### config.mk
export PLATFORM = sky130hd
export DESIGN_NAME = circular_deque_top
export DESIGN_NICKNAME = d
export VERILOG_FILES = /design/src/rtl/core/cdq_pkg.sv /design/src/rtl/core/cdq_cell.sv /design/src/rtl/core/circular_deque_top.sv
export SDC_FILE = /design/constraint.sdc
export NUM_CORES = 1
export LEC_CHECK = 0
export BUFFER_PORTS_ARGS = -buffer_cell sky130_fd_sc_hd__buf_4
export CAP_MARGIN = 20
export CORE_MARGIN = 2
export CORE_UTILIZATION = 25
export CTS_CLUSTER_SIZE = 30
export DETAILED_ROUTE_END_ITERATION = 16
export SYNTH_ARGS = -nofsm -noshare
export SYNTH_HDL_FRONTEND = slang
export SYNTH_SLANG_ARGS = --single-unit
export TNS_END_PERCENT = 5
### constraint.sdc
create_clock -name clk -period 4.1 [get_ports clk]
set_clock_uncertainty 0.05 [all_clocks]
set_input_delay 0.41 -clock clk [delete_from_list [all_inputs] [get_ports clk]]
set_output_delay 0.41 -clock clk [all_outputs]
set_load 0.1 [all_outputs]
### src/rtl/core/cdq_pkg.sv
package cdq_pkg;

  // build defaults
  localparam int DEPTH_DEF      = 16;
  localparam int DATA_WIDTH_DEF = 32;

  // request codes
  typedef enum logic [1:0] {
    REQ_PUSH_HEAD = 2'd0,
    REQ_PUSH_TAIL = 2'd1,
    REQ_POP_HEAD  = 2'd2,
    REQ_POP_TAIL  = 2'd3
  } cdq_req_t;

  // status codes
  localparam logic [1:0] ST_DONE       = 2'd0;
  localparam logic [1:0] ST_PUSH_FULL  = 2'd1;
  localparam logic [1:0] ST_POP_EMPTY  = 2'd2;

  // input item
  typedef struct packed {
    logic [1:0]  req_type;
    logic [31:0] data_value;
  } cdq_in_t;

  // result item
  typedef struct packed {
    logic [1:0]  status;
    logic [4:0]  element_count;
    logic        is_empty;
    logic [31:0] head_value;
    logic [31:0] tail_value;
  } cdq_out_t;

  // per-cycle command broadcast to every cell
  typedef struct packed {
    logic push_head;
    logic push_tail;
    logic pop_head;
    logic pop_tail;
  } cdq_op_t;

endpackage

### src/rtl/core/cdq_cell.sv
// One slot of the deque row. Slots are packed from cell 0 (head) toward the
// end; occupancy is a thermometer code carried one bit per cell.
module cdq_cell #(
  parameter int DATA_WIDTH = cdq_pkg::DATA_WIDTH_DEF
) (
  input  logic                  clk,
  input  logic                  rst_n,
  input  cdq_pkg::cdq_op_t      op,
  input  logic [DATA_WIDTH-1:0] push_val,
  input  logic [DATA_WIDTH-1:0] left_data,
  input  logic                  left_occ,
  input  logic [DATA_WIDTH-1:0] right_data,
  input  logic                  right_occ,
  output logic [DATA_WIDTH-1:0] data,
  output logic                  occ,
  output logic                  is_tail
);

  logic [DATA_WIDTH-1:0] data_r, data_nxt;
  logic                  occ_r, occ_nxt;

  // next slot contents
  always_comb begin
    data_nxt = data_r;
    occ_nxt  = occ_r;
    if (op.push_head) begin
      data_nxt = left_data;
      occ_nxt  = left_occ;
    end else if (op.push_tail) begin
      // first free slot takes the new value
      if (!occ_r && left_occ) begin
        data_nxt = push_val;
      end
      occ_nxt = occ_r | left_occ;
    end else if (op.pop_head) begin
      data_nxt = right_data;
      occ_nxt  = right_occ;
    end else if (op.pop_tail) begin
      occ_nxt = occ_r & right_occ;
    end
  end

  // occupancy is control state, data is payload
  always_ff @(posedge clk) begin
    if (!rst_n) begin
      occ_r <= 1'b0;
    end else begin
      occ_r <= occ_nxt;
    end
  end

  always_ff @(posedge clk) begin
    data_r <= data_nxt;
  end

  assign data    = data_r;
  assign occ     = occ_r;
  assign is_tail = occ_r & ~right_occ;

endmodule

### src/rtl/core/circular_deque_top.sv
// Channel   | Ports                          | Direction | Payload
// ----------+--------------------------------+-----------+------------------
// request   | in_valid, in_ready, in_data    | in        | cdq_pkg::cdq_in_t
// result    | out_valid, out_ready, out_data | out       | cdq_pkg::cdq_out_t
//
// For each item the row of cells is first shifted or written; head and tail are
// then read from the row into the result register.
// A new item is taken while the previous result still waits at the output.
// An output stall holds the row update's result step until out_ready allows it.
// Reset (rst_n low, synchronous) empties the deque; no clearing pass is needed.
module circular_deque_top #(
  parameter int DEPTH      = cdq_pkg::DEPTH_DEF,
  parameter int DATA_WIDTH = cdq_pkg::DATA_WIDTH_DEF
) (
  input  logic              clk,
  input  logic              rst_n,
  input  logic              in_valid,
  output logic              in_ready,
  input  cdq_pkg::cdq_in_t  in_data,
  output logic              out_valid,
  input  logic              out_ready,
  output cdq_pkg::cdq_out_t out_data
);

  localparam int CW = $clog2(DEPTH + 1);

  logic                  busy_r, busy_nxt;
  logic                  out_valid_r, out_valid_nxt;
  logic [CW-1:0]         count_r, count_nxt;
  logic [1:0]            status_r, status_nxt;
  cdq_pkg::cdq_out_t     out_data_r;
  cdq_pkg::cdq_op_t      op;
  cdq_pkg::cdq_req_t     req;
  logic                  accept, load;
  logic                  is_full, is_emp;
  logic [DATA_WIDTH-1:0] push_val;
  logic [DATA_WIDTH-1:0] cell_data [DEPTH];
  logic [DEPTH-1:0]      cell_occ;
  logic [DEPTH-1:0]      cell_tail;
  logic [DATA_WIDTH-1:0] tail_sel;

  assign in_ready = ~busy_r;
  assign accept   = in_valid & in_ready;
  assign load     = busy_r & (~out_valid_r | out_ready);
  assign req      = cdq_pkg::cdq_req_t'(in_data.req_type);
  assign push_val = DATA_WIDTH'(in_data.data_value);
  assign is_full  = (count_r == CW'(DEPTH));
  assign is_emp   = (count_r == '0);

  // request decode and count update
  always_comb begin
    op         = '0;
    count_nxt  = count_r;
    status_nxt = status_r;
    if (accept) begin
      status_nxt = cdq_pkg::ST_DONE;
      unique case (req) inside
        cdq_pkg::REQ_PUSH_HEAD, cdq_pkg::REQ_PUSH_TAIL: begin
          if (is_full) begin
            status_nxt = cdq_pkg::ST_PUSH_FULL;
          end else begin
            op.push_head = (req == cdq_pkg::REQ_PUSH_HEAD);
            op.push_tail = (req == cdq_pkg::REQ_PUSH_TAIL);
            count_nxt    = count_r + CW'(1);
          end
        end
        cdq_pkg::REQ_POP_HEAD, cdq_pkg::REQ_POP_TAIL: begin
          if (is_emp) begin
            status_nxt = cdq_pkg::ST_POP_EMPTY;
          end else begin
            op.pop_head = (req == cdq_pkg::REQ_POP_HEAD);
            op.pop_tail = (req == cdq_pkg::REQ_POP_TAIL);
            count_nxt   = count_r - CW'(1);
          end
        end
        default: begin
          status_nxt = cdq_pkg::ST_DONE;
        end
      endcase
    end
  end

  // row of cells
  for (genvar i = 0; i < DEPTH; i++) begin : g_cell
    logic [DATA_WIDTH-1:0] l_data, r_data;
    logic                  l_occ, r_occ;
    if (i == 0) begin : g_first
      assign l_data = push_val;
      assign l_occ  = 1'b1;
    end else begin : g_mid_l
      assign l_data = cell_data[i-1];
      assign l_occ  = cell_occ[i-1];
    end
    if (i == DEPTH - 1) begin : g_last
      assign r_data = cell_data[i];
      assign r_occ  = 1'b0;
    end else begin : g_mid_r
      assign r_data = cell_data[i+1];
      assign r_occ  = cell_occ[i+1];
    end
    cdq_cell #(
      .DATA_WIDTH(DATA_WIDTH)
    ) u_cell (
      .clk       (clk),
      .rst_n     (rst_n),
      .op        (op),
      .push_val  (push_val),
      .left_data (l_data),
      .left_occ  (l_occ),
      .right_data(r_data),
      .right_occ (r_occ),
      .data      (cell_data[i]),
      .occ       (cell_occ[i]),
      .is_tail   (cell_tail[i])
    );
  end

  // tail pick: AND-OR over the one-hot tail marks
  always_comb begin
    tail_sel = '0;
    for (int k = 0; k < DEPTH; k++) begin
      tail_sel = tail_sel | (cell_data[k] & {DATA_WIDTH{cell_tail[k]}});
    end
  end

  // handshake control
  always_comb begin
    busy_nxt      = accept ? 1'b1 : (load ? 1'b0 : busy_r);
    out_valid_nxt = load ? 1'b1 : (out_ready ? 1'b0 : out_valid_r);
  end

  always_ff @(posedge clk) begin
    if (!rst_n) begin
      busy_r      <= 1'b0;
      out_valid_r <= 1'b0;
      count_r     <= '0;
    end else begin
      busy_r      <= busy_nxt;
      out_valid_r <= out_valid_nxt;
      count_r     <= count_nxt;
    end
  end

  // result register, read after the row has settled
  always_ff @(posedge clk) begin
    status_r <= status_nxt;
    if (load) begin
      out_data_r.status        <= status_r;
      out_data_r.element_count <= 5'(count_r);
      out_data_r.is_empty      <= is_emp;
      out_data_r.head_value    <= 32'(cell_data[0] & {DATA_WIDTH{cell_occ[0]}});
      out_data_r.tail_value    <= 32'(tail_sel);
    end
  end

  assign out_valid = out_valid_r;
  assign out_data  = out_data_r;

  // count tracks the occupancy marks in the row
  a_count_match: assert property (@(posedge clk) disable iff (!rst_n)
    count_r == CW'($countones(cell_occ)))
    else $error("element count out of step with cell occupancy");

  // occupied cells form one run starting at the head
  a_occ_packed: assert property (@(posedge clk) disable iff (!rst_n)
    (cell_occ & (cell_occ + DEPTH'(1))) == '0)
    else $error("cell occupancy not contiguous from head");

  // at most one tail mark, and one exactly when not empty
  a_tail_onehot: assert property (@(posedge clk) disable iff (!rst_n)
    is_emp ? (cell_tail == '0) : $onehot(cell_tail))
    else $error("tail mark not unique");

endmodule
== Word-level counts from Yosys, hierarchy flattened ==
Cells that the tools add are included.

* Mux-type cells: 142
* Reduce and logical (&&, ||, !) cells: 58
* Add/subtract/negate cells: 2
* Eq/ne operators: 21
* Bitwise logic cells: 97

{| class="wikitable"
|+ Operators by type and width
! cell !! number
|-
| 32-bit 2-to-1 mux || 63
|-
| 32-bit bitwise AND || 17
|-
| 32-bit OR || 15
|-
| 1-bit 2-to-1 mux || 69
|-
| 3-bit by 1-bit inequality test with 1-bit output, second input constant || 14
|-
| 1-bit bitwise AND || 32
|-
| 2-bit AND reduction || 16
|-
| 1-bit inverter || 17
|-
| 1-bit OR || 16
|-
| 1-bit logical AND || 15
|-
| 1-bit logical NOT || 15
|-
| 2-bit 2-to-1 mux || 5
|-
| 5-bit 2-to-1 mux || 2
|-
| 5-bit case mux with 2 select lines || 1
|-
| 2-bit nonzero test || 5
|-
| 5-bit by 1-bit adder with 5-bit output, second input constant || 1
|-
| 5-bit equality test, second input constant || 1
|-
| 5-bit logical NOT || 1
|-
| 5-bit by 1-bit subtractor with 5-bit output, second input constant || 1
|-
| 2-bit equality test, second input constant || 2
|-
| 4-bit 2-to-1 mux || 1
|-
| 2-bit inequality test, second input constant || 2
|-
| 2-bit case mux with 2 select lines || 1
|-
| 4-bit AND reduction || 1
|-
| other kinds (6) || 7
|}

* Flip-flop bits (word level): 609
* Bits of input ports: 38
* Word-level logic and storage cells: 361

== Longest topological paths before layout ==
Gate-level depths: netlist (run 1).

* Depth in word-level cells: 18
* Mapped depth: 9

== Cells and area by module ==
Synthesis (run 1) repeated with hierarchy kept, for this count alone.

* Cells, all modules: 2936
* Area, all modules: 33040.4 um^2

{| class="wikitable"
|+ Modules (own cells, without submodules)
! module !! sequential area each (um^2) !! instances !! area each (um^2) !! cells each
|-
| cdq_cell || 980.9 || 16 || 1717.9 || 152
|-
| circular_deque_top || 2362.3 || 1 || 5554.1 || 504
|}

== Worst setup path before layout (run 1) ==
OpenSTA, ideal clock, no wires.

* Kind: register to register
* Start point: reg count_r[0]
* End point: reg g_cell[15].u_cell.data_r[0] (enable)
* Cell stages (with the launch flop): 9
* Setup slack: 725 ps
* Path buffers: 5
* Period minus slack after synthesis: 3375 ps
* Data required time: 3629 ps
* Arrival time: 2904 ps
* Path through: dfxtp_1 -> nor4_4 -> a211o_1 -> buf_2 -> buf_6 -> buf_6 -> buf_6 -> buf_4 -> nor2_1

* Longest elaborated chain between the ends: 6
* Elaborated cells between the ends (all ways): 7
* Those cells by class: eq/ne: 1; mux: 3; reduce/logical: 3

{| class="wikitable"
|+ Ends and longest elaborated chain
! element !! RTL line !! text
|-
| start: declaration || circular_deque_top.sv:29 || <nowiki>logic [CW-1:0] count_r, count_nxt;</nowiki>
|-
| start signal: assignment || circular_deque_top.sv:140 || <nowiki>count_r <= count_nxt;</nowiki>
|-
| 5-bit equality test (*) || circular_deque_top.sv:47 || <nowiki>assign is_full = (count_r == CW'(DEPTH));</nowiki>
|-
| 2-bit 2-to-1 mux (*) || circular_deque_top.sv:59 || <nowiki>if (is_full) begin</nowiki>
|-
| 2-bit 2-to-1 mux (*) || circular_deque_top.sv:57 || <nowiki>unique case (req) inside</nowiki>
|-
| 4-bit 2-to-1 mux (*) || circular_deque_top.sv:55 || <nowiki>if (accept) begin</nowiki>
|-
| 2-bit nonzero test (no source line) || - ||
|-
| 2-bit AND reduction (no source line) (*) || - ||
|-
| end signal: assignment || cdq_cell.sv:53 || <nowiki>data_r <= data_nxt;</nowiki>
|-
| end: declaration || cdq_cell.sv:19 || <nowiki>logic [DATA_WIDTH-1:0] data_r, data_nxt;</nowiki>
|}

Every way passes the cells marked *; elsewhere a longest branch is shown, timed or not.
A chain may end at the register's enable or synchronous reset.

== Final worst setup path (run 1) ==
* Start point: reg count_r[0]
* End point: reg g_cell[14].u_cell.data_r[10] (enable)

* Longest elaborated chain between the ends: 6
* Elaborated cells between the ends (all ways): 10
* Those cells by class: eq/ne: 2; mux: 5; reduce/logical: 3

{| class="wikitable"
|+ Ends and longest elaborated chain
! element !! RTL line
|-
| 5-bit equality test / 5-bit logical NOT (equally long branches) || circular_deque_top.sv:47, circular_deque_top.sv:48
|-
| 2-bit 2-to-1 mux, on equally long branches || circular_deque_top.sv:59, circular_deque_top.sv:68
|-
| 2-bit 2-to-1 mux || circular_deque_top.sv:57
|-
| 4-bit 2-to-1 mux (*) || circular_deque_top.sv:55
|-
| 3-bit by 1-bit inequality test with 1-bit output (no source line) / 3-bit nonzero test (equally long branches) || -
|-
| 2-bit AND reduction (no source line) (*) || -
|-
| end signal: assignment || cdq_cell.sv:53
|-
| end: declaration || cdq_cell.sv:19
|}

Marks and branches as above.

==> impl_metrics.prom, run 1 <==
# TYPE chip_impl_metric gauge
chip_impl_metric{name="area.growth.synth_to_final",unit="%"} 14.8
chip_impl_info{name="worstSetupStartpointType",value="register"} 1
chip_impl_info{name="synth_top_cells_by_count",value="sky130_fd_sc_hd__edfxtp_1 (586), sky130_fd_sc_hd__nand2_1 (568), sky130_fd_sc_hd__o21ai_0 (455), sky130_fd_sc_hd__a21oi_1 (452), sky130_fd_sc_hd__clkbuf_1 (205)"} 1
chip_impl_metric{name="top_level_ports",unit=""} 112
chip_impl_metric{name="switching_share_of_power",unit="%"} 30.7
chip_impl_metric{name="power_report.internal_total",unit="W"} 0.0117
chip_impl_metric{name="mean_instance_size_in_the_synthesized_netlist",unit="µm²"} 10.5
chip_impl_metric{name="worst_path_largest_cell_delay",unit="ns"} 0.60
chip_impl_metric{name="floorplan.rows",unit=""} 127
chip_impl_metric{name="clkPwrFrac",unit="%"} 34.9
chip_impl_metric{name="die_x",unit="µm"} 352
chip_impl_metric{name="fin_setup_tns",unit="ns"} 0
chip_impl_info{name="cts_tree",value="yes"} 1
chip_impl_metric{name="maximum_number_of_pins_on_one_net_before_global_route_repair",unit=""} 153
chip_impl_metric{name="power_density",unit="nW/µm²"} 485
chip_impl_metric{name="avgViaCountPerCell",unit=""} 5.24
chip_impl_metric{name="number_of_antenna_violations_at_the_first_check_in_global_routing",unit=""} 4
chip_impl_metric{name="cts-root-to-sink-buffers",unit=""} 3
chip_impl_metric{name="antenna_cells",unit=""} 0
chip_impl_metric{name="dp.cells",unit=""} 4390
chip_impl_metric{name="numClockSinks",unit=""} 609
chip_impl_metric{name="synthDominantCellAreaShare",unit="%"} 58.2
chip_impl_metric{name="dr.first_iter.drc_count",unit=""} 2956
chip_impl_metric{name="switch_pwr",unit="W"} 0.00516
chip_impl_metric{name="dieHeight",unit="µm"} 352
chip_impl_metric{name="worstHoldPathCells",unit=""} 3
chip_impl_info{name="outcome",value="finished, final reports clean"} 1
chip_impl_metric{name="stdcell_count",unit=""} 4506
chip_impl_metric{name="die-area",unit="µm²"} 124000
chip_impl_metric{name="timing.final.max_slew_violations",unit=""} 0
chip_impl_metric{name="synth_cell_types",unit=""} 46
chip_impl_metric{name="wirelength",unit="µm"} 101000
chip_impl_metric{name="fmax",unit="GHz"} 0.318
chip_impl_metric{name="yosysSeqAreaShare",unit="%"} 59.7
chip_impl_metric{name="p_total",unit="W"} 0.0168
chip_impl_metric{name="post-dp-hpwl",unit="µm"} 59500
chip_impl_metric{name="antenna_violating_nets_post_route",unit=""} 0
chip_impl_metric{name="detailroute.via_count",unit=""} 23626
chip_impl_metric{name="worstMarginPinSlew",unit="ns"} 1.12
chip_impl_metric{name="ff2ff_path_depth",unit=""} 7
chip_impl_info{name="critical_path_class",value="register to register"} 1
chip_impl_metric{name="wl_per_cell",unit="µm"} 22.4
chip_impl_info{name="synthMostInstantiatedCell",value="sky130_fd_sc_hd__edfxtp_1"} 1
chip_impl_metric{name="final_critical_path_setup_slack",unit="ns"} 0.958
chip_impl_metric{name="detail_route.first_pass.iterations",unit=""} 6
chip_impl_metric{name="max-cap-violations",unit=""} 0
chip_impl_metric{name="pre_cts_ws",unit="ns"} 1.00
chip_impl_metric{name="synthesis.yosys.warnings",unit=""} 0
chip_impl_metric{name="synthesized_nets",unit=""} 2913
chip_impl_metric{name="placeableCoreArea",unit="µm²"} 120000
chip_impl_metric{name="syn_inst",unit=""} 2871
chip_impl_metric{name="synth_async_sr_flop_share",unit="%"} 0
chip_impl_metric{name="finalSetupViolCount",unit=""} 0
chip_impl_metric{name="global_route_wire_length_before_repair",unit="µm"} 147000
chip_impl_metric{name="power_frac_seq",unit="%"} 47.0
chip_impl_metric{name="gr-usage-all-layers",unit="%"} 15.7
chip_impl_metric{name="power.static_leakage",unit="nW"} 12.0
chip_impl_metric{name="power.ir.vdd_worst",unit="mV"} 0.281
chip_impl_metric{name="worst_slew_margin_rel",unit="%"} 24.9
chip_impl_info{name="synth.top_cells.by_area",value="sky130_fd_sc_hd__edfxtp_1 (58%), sky130_fd_sc_hd__o21ai_0 (7.5%), sky130_fd_sc_hd__a21oi_1 (7.5%), sky130_fd_sc_hd__nand2_1 (7.1%), sky130_fd_sc_hd__a221oi_1 (3.7%)"} 1
chip_impl_metric{name="critPathMaxFanout",unit=""} 32
chip_impl_info{name="synth_top_area_cell",value="sky130_fd_sc_hd__edfxtp_1"} 1
chip_impl_metric{name="syn_area",unit="µm²"} 30200
chip_impl_info{name="cpMaxStageDelayCell",value="sky130_fd_sc_hd__or4_4"} 1
chip_impl_metric{name="place.port_buffers",unit=""} 111
chip_impl_metric{name="clk_latency",unit="ns"} 0.63
chip_impl_metric{name="count_of_flip_flops_with_a_built_in_enable_after_synthesis",unit=""} 586
chip_impl_info{name="cts_root_buf",value="sky130_fd_sc_hd__clkbuf_16"} 1
chip_impl_info{name="synth-main-ff-cell",value="sky130_fd_sc_hd__edfxtp_1"} 1
chip_impl_metric{name="clkSlewWorstSetupHoldPaths",unit="ns"} 0.06
chip_impl_metric{name="cp.arrival",unit="ns"} 3.36
chip_impl_info{name="class_of_the_tightest_hold_or_removal_check",value="primary input to register"} 1
chip_impl_metric{name="cts_inserted_buffers",unit=""} 67
chip_impl_metric{name="first_global_vias",unit=""} 22373
chip_impl_info{name="critical_path_cell_list",value="or4_4, o211ai_4, nor2_1, nor2_4, buf_4, nor2_4, buf_4"} 1
chip_impl_metric{name="initial_utilization",unit="%"} 25.2
chip_impl_metric{name="crit_required",unit="ns"} 4.32
chip_impl_metric{name="route.detailed.drc",unit=""} 0
chip_impl_metric{name="holdWs",unit="ns"} 0.0243
chip_impl_metric{name="power.combinational.fraction",unit="%"} 18.0
chip_impl_metric{name="layout_min_cycle_time",unit="ns"} 3.14
chip_impl_metric{name="overflow",unit=""} 0
chip_impl_metric{name="period_share",unit="%"} 76.6
chip_impl_metric{name="number_of_post_cts_setup_repair_buffers",unit=""} 0
chip_impl_metric{name="finalWeightedCongestion",unit=""} 0.808
chip_impl_metric{name="final_net_count",unit=""} 2892
chip_impl_metric{name="layout_cell_share_with_drive_strength_beyond_1",unit="%"} 12.1
chip_impl_metric{name="cts.htree.levels",unit=""} 3
chip_impl_info{name="end_kind",value="register"} 1
chip_impl_metric{name="synth-seq-cells",unit=""} 609
chip_impl_info{name="unrepaired_setup_endpoints_after_global_routing",value="no"} 1
chip_impl_metric{name="timing_hold_violations_final",unit=""} 0
[cells by family after synthesis]
group,synth area share [%]
compound gates,23.5
fa+ha+maj,0.190
xor+xnor,0.116
mux,1.23
buf+inv,4.84
flops,59.7
simple gates,10.4
[flip-flops by register name, summed over array words and instances, names as in the netlist]
signal / flops
out_data: 72
g_cell.u_cell.occ: 16
out_valid: 1
status_r: 2
count_r: 5
busy_r: 1
g_cell.u_cell.data: 512
[worst paths after layout]
| kind | start | to | slack (ns) |
|---|---|---|---|
| worst max-delay path | count_r[0] | g_cell[14].u_cell.data[10] | 0.96 |
| worst min register to register | status_r[1] | out_data[71] | 0.37 |
| worst max register to register | count_r[0] | g_cell[14].u_cell.data[10] | 0.96 |
| worst min-delay path | in_valid | busy_r | 0.02 |
[metal layers]
layer	track usage (%)	routed length, µm	up-vias
li1	-	-	10702
met1	20.7	41800	11547
met2	25.7	47300	1174
met3	2.79	8170	197
met4	6.14	3480	6
met5	0	34	-
[stage by stage]
| stage | util [%] | cell area, µm² |
|---|---|---|
| 2_1_floorplan | - | 30200 |
| 3_3_place_gp | 27.2 | 32600 |
| 3_5_place_dp | 27.2 | 32600 |
| 4_1_cts | 28.9 | 34700 |
| 5_1_grt | 28.9 | 34700 |
| 6_report | 28.9 | 34700 |
[worst max-delay path: cells and delay by family (launching register included)]
kind                   cells  cell delay (ns)
flip-flops                 1             0.40
buffers and inverters      2             0.70
AO/OA/AOI/OAI              1             0.31
AND/OR/NAND/NOR            4             1.29
[power by group through the flow]
stage          clock, W  sequential [W]  combinational [W]
2_1_floorplan         0         0.00841            0.00156
3_3_place_gp          0         0.00804            0.00298
3_5_place_dp          0         0.00804            0.00301
4_1_cts         0.00598         0.00791            0.00302
5_1_grt         0.00621         0.00796            0.00325
6_report        0.00588         0.00791            0.00303
[cell type report]
| type | instances | area, µm² |
|---|---|---|
| clock buffers | 79 | 1750 |
| clock inverters | 34 | 288 |
| fillers | 12351 | 85300 |
| inverters | 5 | 26.3 |
| multi-input cells | 1982 | 11000 |
| flip-flops and latches | 609 | 18100 |
| well taps | 1612 | 2020 |
| repair buffers | 185 | 1570 |
[layout by cell type (no fill, tap or decap), types with 15 or more instances in the layout]
cell | netlist | layout
sky130_fd_sc_hd__nand4_1 | 32 | 32
sky130_fd_sc_hd__nor2b_4 | 0 | 15
sky130_fd_sc_hd__a221oi_1 | 126 | 126
sky130_fd_sc_hd__and2_1 | 34 | 33
sky130_fd_sc_hd__clkbuf_16 | 0 | 68
sky130_fd_sc_hd__nand2b_1 | 15 | 15
sky130_fd_sc_hd__a22o_1 | 124 | 124
sky130_fd_sc_hd__nor2_4 | 0 | 16
sky130_fd_sc_hd__dfxtp_1 | 23 | 21
sky130_fd_sc_hd__and2_0 | 32 | 32
sky130_fd_sc_hd__a21oi_1 | 452 | 451
sky130_fd_sc_hd__mux2_2 | 32 | 32
sky130_fd_sc_hd__nand2_1 | 568 | 568
sky130_fd_sc_hd__edfxtp_1 | 586 | 586
sky130_fd_sc_hd__nor2_1 | 36 | 21
sky130_fd_sc_hd__o21ai_0 | 455 | 455
sky130_fd_sc_hd__buf_4 | 8 | 168
[repair_timing]
item	4_1_cts	5_1_grt
gates resized for setup	0	0
setup endpoints to repair	0	0
endpoints found under the hold margin	3	0
hold buffers	3	0
(Power assumes the default switching activity.)
==> inputs of run 2 (changes only) <==
ABC_AREA = 1   (was unset)
clock period = 2.7 ns   (was 4.1 ns; I/O delays follow)
==> impl_metrics.prom, run 2 <==
# TYPE chip_impl_metric gauge
chip_impl_info{name="outcome",value="finished, final reports clean"} 1
chip_impl_info{name="synth_top_cells_by_count",value="sky130_fd_sc_hd__nand2_1 (1326), sky130_fd_sc_hd__edfxtp_1 (586), sky130_fd_sc_hd__nand3_1 (352), sky130_fd_sc_hd__inv_1 (229), sky130_fd_sc_hd__buf_2 (148)"} 1
chip_impl_metric{name="numClockSinks",unit=""} 609
chip_impl_metric{name="dieHeight",unit="µm"} 351
chip_impl_metric{name="finalSetupViolCount",unit=""} 0
chip_impl_info{name="worst_hold_startpoint",value="in_data[8]"} 1
chip_impl_metric{name="timing_hold_violations_final",unit=""} 0
chip_impl_metric{name="floorplan.rows",unit=""} 127
chip_impl_metric{name="fmax",unit="GHz"} 0.442
chip_impl_metric{name="final_net_count",unit=""} 3433
chip_impl_metric{name="wl_per_cell",unit="µm"} 20.7
chip_impl_metric{name="synth-seq-cells",unit=""} 609
chip_impl_metric{name="fin_setup_tns",unit="ns"} 0
chip_impl_metric{name="nFillCells",unit=""} 12448
chip_impl_metric{name="synthesis.yosys.warnings",unit=""} 0
chip_impl_info{name="end_kind",value="register"} 1
chip_impl_metric{name="cts_inserted_buffers",unit=""} 68
chip_impl_metric{name="yosysSeqAreaShare",unit="%"} 60.1
chip_impl_metric{name="overflow",unit=""} 0
chip_impl_metric{name="finalWeightedCongestion",unit=""} 0.858
chip_impl_metric{name="detailroute.via_count",unit=""} 25092
chip_impl_info{name="worstSetupStartpointType",value="register"} 1
chip_impl_info{name="synth-main-ff-cell",value="sky130_fd_sc_hd__edfxtp_1"} 1
chip_impl_metric{name="worstMarginPinSlew",unit="ns"} 0.891
chip_impl_metric{name="first_global_vias",unit=""} 23387
chip_impl_metric{name="holdBufCountCts",unit=""} 28
chip_impl_metric{name="global_route_wire_length_before_repair",unit="µm"} 153000
chip_impl_metric{name="syn_inst",unit=""} 3289
chip_impl_metric{name="gr-usage-all-layers",unit="%"} 16.6
chip_impl_metric{name="maximum_number_of_pins_on_one_net_before_global_route_repair",unit=""} 160
chip_impl_metric{name="area.growth.synth_to_final",unit="%"} 18.9
chip_impl_info{name="class_of_the_tightest_hold_or_removal_check",value="primary input to register"} 1
chip_impl_metric{name="postCtsResizedCells",unit=""} 0
chip_impl_info{name="critical_path_class",value="register to register"} 1
chip_impl_info{name="synthMostInstantiatedCell",value="sky130_fd_sc_hd__nand2_1"} 1
chip_impl_metric{name="wirelength",unit="µm"} 105000
chip_impl_metric{name="timing.final.max_slew_violations",unit=""} 0
chip_impl_metric{name="synthDominantCellAreaShare",unit="%"} 58.6
chip_impl_metric{name="synth_async_sr_flop_share",unit="%"} 0
chip_impl_metric{name="syn_area",unit="µm²"} 30000
chip_impl_info{name="cts_tree",value="yes"} 1
chip_impl_metric{name="die-area",unit="µm²"} 123000
chip_impl_metric{name="mean_instance_size_in_the_synthesized_netlist",unit="µm²"} 9.14
chip_impl_metric{name="clk_latency",unit="ns"} 0.61
chip_impl_metric{name="dr.first_iter.drc_count",unit=""} 2908
chip_impl_metric{name="layout_cell_share_with_drive_strength_beyond_1",unit="%"} 11.1
chip_impl_metric{name="worstHoldPathCells",unit=""} 3
chip_impl_metric{name="antenna_violating_nets_post_route",unit=""} 0
chip_impl_info{name="synth.top_cells.by_area",value="sky130_fd_sc_hd__edfxtp_1 (59%), sky130_fd_sc_hd__nand2_1 (17%), sky130_fd_sc_hd__nand3_1 (5.9%), sky130_fd_sc_hd__o211ai_1 (3.1%), sky130_fd_sc_hd__inv_1 (2.9%)"} 1
chip_impl_metric{name="power.ir.vdd_worst",unit="mV"} 0.389
chip_impl_metric{name="initial_utilization",unit="%"} 25.1
chip_impl_metric{name="final_cell_area",unit="µm²"} 35700
chip_impl_metric{name="placeableCoreArea",unit="µm²"} 119000
chip_impl_info{name="r2r_start",value="count_r[0]"} 1
chip_impl_metric{name="power_density",unit="nW/µm²"} 685
chip_impl_metric{name="p_total",unit="W"} 0.0245
chip_impl_metric{name="post-dp-hpwl",unit="µm"} 63800
chip_impl_metric{name="synthesized_nets",unit=""} 3331
chip_impl_metric{name="cts-root-to-sink-buffers",unit=""} 3
chip_impl_info{name="synth_top_area_cell",value="sky130_fd_sc_hd__edfxtp_1"} 1
chip_impl_metric{name="detail_route.first_pass.iterations",unit=""} 5
chip_impl_metric{name="place_area",unit="µm²"} 33300
chip_impl_info{name="cts_root_buf",value="sky130_fd_sc_hd__clkbuf_16"} 1
chip_impl_metric{name="cts.htree.levels",unit=""} 3
chip_impl_info{name="unrepaired_setup_endpoints_after_global_routing",value="no"} 1
chip_impl_metric{name="cp.arrival",unit="ns"} 2.65
chip_impl_metric{name="ff2ff_path_depth",unit=""} 7
chip_impl_metric{name="place.port_buffers",unit=""} 111
chip_impl_metric{name="die_x",unit="µm"} 351
chip_impl_metric{name="route.detailed.drc",unit=""} 0
chip_impl_metric{name="stdcell_count",unit=""} 5058
chip_impl_metric{name="count_of_flip_flops_with_a_built_in_enable_after_synthesis",unit=""} 586
chip_impl_metric{name="dp.cells",unit=""} 4905
chip_impl_info{name="most_common_cell_after_layout_fill_and_taps_aside",value="sky130_fd_sc_hd__nand2_1"} 1
chip_impl_info{name="final_cell_mix",value="sky130_fd_sc_hd__nand2_1 (1326), sky130_fd_sc_hd__edfxtp_1 (586), sky130_fd_sc_hd__nand3_1 (352)"} 1
chip_impl_metric{name="clkSlewWorstSetupHoldPaths",unit="ns"} 0.06
chip_impl_metric{name="number_of_antenna_violations_at_the_first_check_in_global_routing",unit=""} 2
chip_impl_metric{name="synth_cell_types",unit=""} 32
chip_impl_metric{name="avgViaCountPerCell",unit=""} 4.96
chip_impl_metric{name="power.static_leakage",unit="nW"} 13.9
chip_impl_metric{name="worst_slew_margin_rel",unit="%"} 40.5
chip_impl_metric{name="largest_register_ff_count",unit=""} 512
chip_impl_metric{name="top_level_ports",unit=""} 112
chip_impl_metric{name="critPathMaxFanout",unit=""} 16
chip_impl_metric{name="period_share",unit="%"} 83.8
chip_impl_metric{name="max-cap-violations",unit=""} 0
chip_impl_metric{name="crit_required",unit="ns"} 3.09
chip_impl_info{name="startpoint",value="count_r[0]"} 1
chip_impl_metric{name="number_of_post_cts_setup_repair_buffers",unit=""} 0
chip_impl_metric{name="layout_min_cycle_time",unit="ns"} 2.26
[run 2: changes by cell type after synthesis, moves of 124 or more]
| cell | previous run | this run |
|---|---|---|
| sky130_fd_sc_hd__nand2_1 | 568 | 1326 |
| sky130_fd_sc_hd__a21oi_1 | 452 | 47 |
| sky130_fd_sc_hd__o21ai_0 | 455 | 94 |
| sky130_fd_sc_hd__nand3_1 | 2 | 352 |
| sky130_fd_sc_hd__inv_1 | 5 | 229 |
| sky130_fd_sc_hd__clkbuf_1 | 205 | 52 |
| sky130_fd_sc_hd__buf_2 | 11 | 148 |
| sky130_fd_sc_hd__a221oi_1 | 126 | 0 |
| sky130_fd_sc_hd__a22o_1 | 124 | 0 |
| sky130_fd_sc_hd__o211ai_1 | 0 | 124 |
[run 2: layer usage]
metal	share of wire, %	routed length, µm	track usage, %
met1	41	43200	22.6
met3	9.2	9620	2.46
met2	46	47900	26.4
met5	0.015	16	0
met4	3.7	3820	6.25
[run 2: worst paths after layout]
check | to | slack (ns)
max reg2reg | g_cell[5].u_cell.data[4] | 0.44
min | g_cell[0].u_cell.data[8] | 0.02
min reg2reg | out_data[71] | 0.37
max | g_cell[5].u_cell.data[4] | 0.44
[run 2: cell type report]
| type | count | area, µm² | share of cell area [%] |
|---|---|---|---|
| Tap cell | 1612 | 2020 | 5.65 |
| Multi-Input combinational cell | 2233 | 10300 | 28.9 |
| Clock inverter | 38 | 332 | 0.928 |
| Sequential cell | 609 | 18100 | 50.6 |
| Antenna cell | 1 | 2.50 | 0.00701 |
| Inverter | 238 | 896 | 2.51 |
| Clock buffer | 86 | 1770 | 4.95 |
| Timing Repair Buffer | 241 | 2320 | 6.49 |
[run 2: cell families (layout without fill, tap and decap cells)]
family	Yosys count	in the layout	share of synthesized area, %
AO/OA/AOI/OAI	333	333	6.90
XOR/XNOR	4	4	0.117
adder cells (fa/ha/maj)	4	4	0.192
buffers and inverters	447	603	6.35
flip-flops	609	609	60.1
other	0	1	0
AND/OR/NAND/NOR	1892	1892	26.3
[run 2: power breakdown]
part	switching, W	leakage (nW)	internal [W]	total (W)
Sequential	0.000414	5.62	0.0112	0.0116
Clock	0.00395	1.03	0.00514	0.00909
Combinational	0.00272	7.23	0.00102	0.00374
[run 2: critical path, stage by stage (launching register included)]
cell and delay, ns:
sky130_fd_sc_hd__dfxtp_1 0.45, sky130_fd_sc_hd__nor2_2 0.08, sky130_fd_sc_hd__nand3_2 0.17, sky130_fd_sc_hd__nand2_1 0.14
sky130_fd_sc_hd__inv_2 0.48, sky130_fd_sc_hd__buf_12 0.29, sky130_fd_sc_hd__nand2_2 0.23, sky130_fd_sc_hd__o211ai_1 0.20
[run 2: stage by stage]
step	utilization, %	setup WS [ns]	hold slack, ns
after global placement	27.9	0.463	0.362
after detailed placement	27.9	0.441	0.362
after global routing	29.9	0.233	0.0194
after CTS	29.9	0.445	0.00683
after floorplan	-	-0.704	0.350
final	29.9	0.436	0.0206
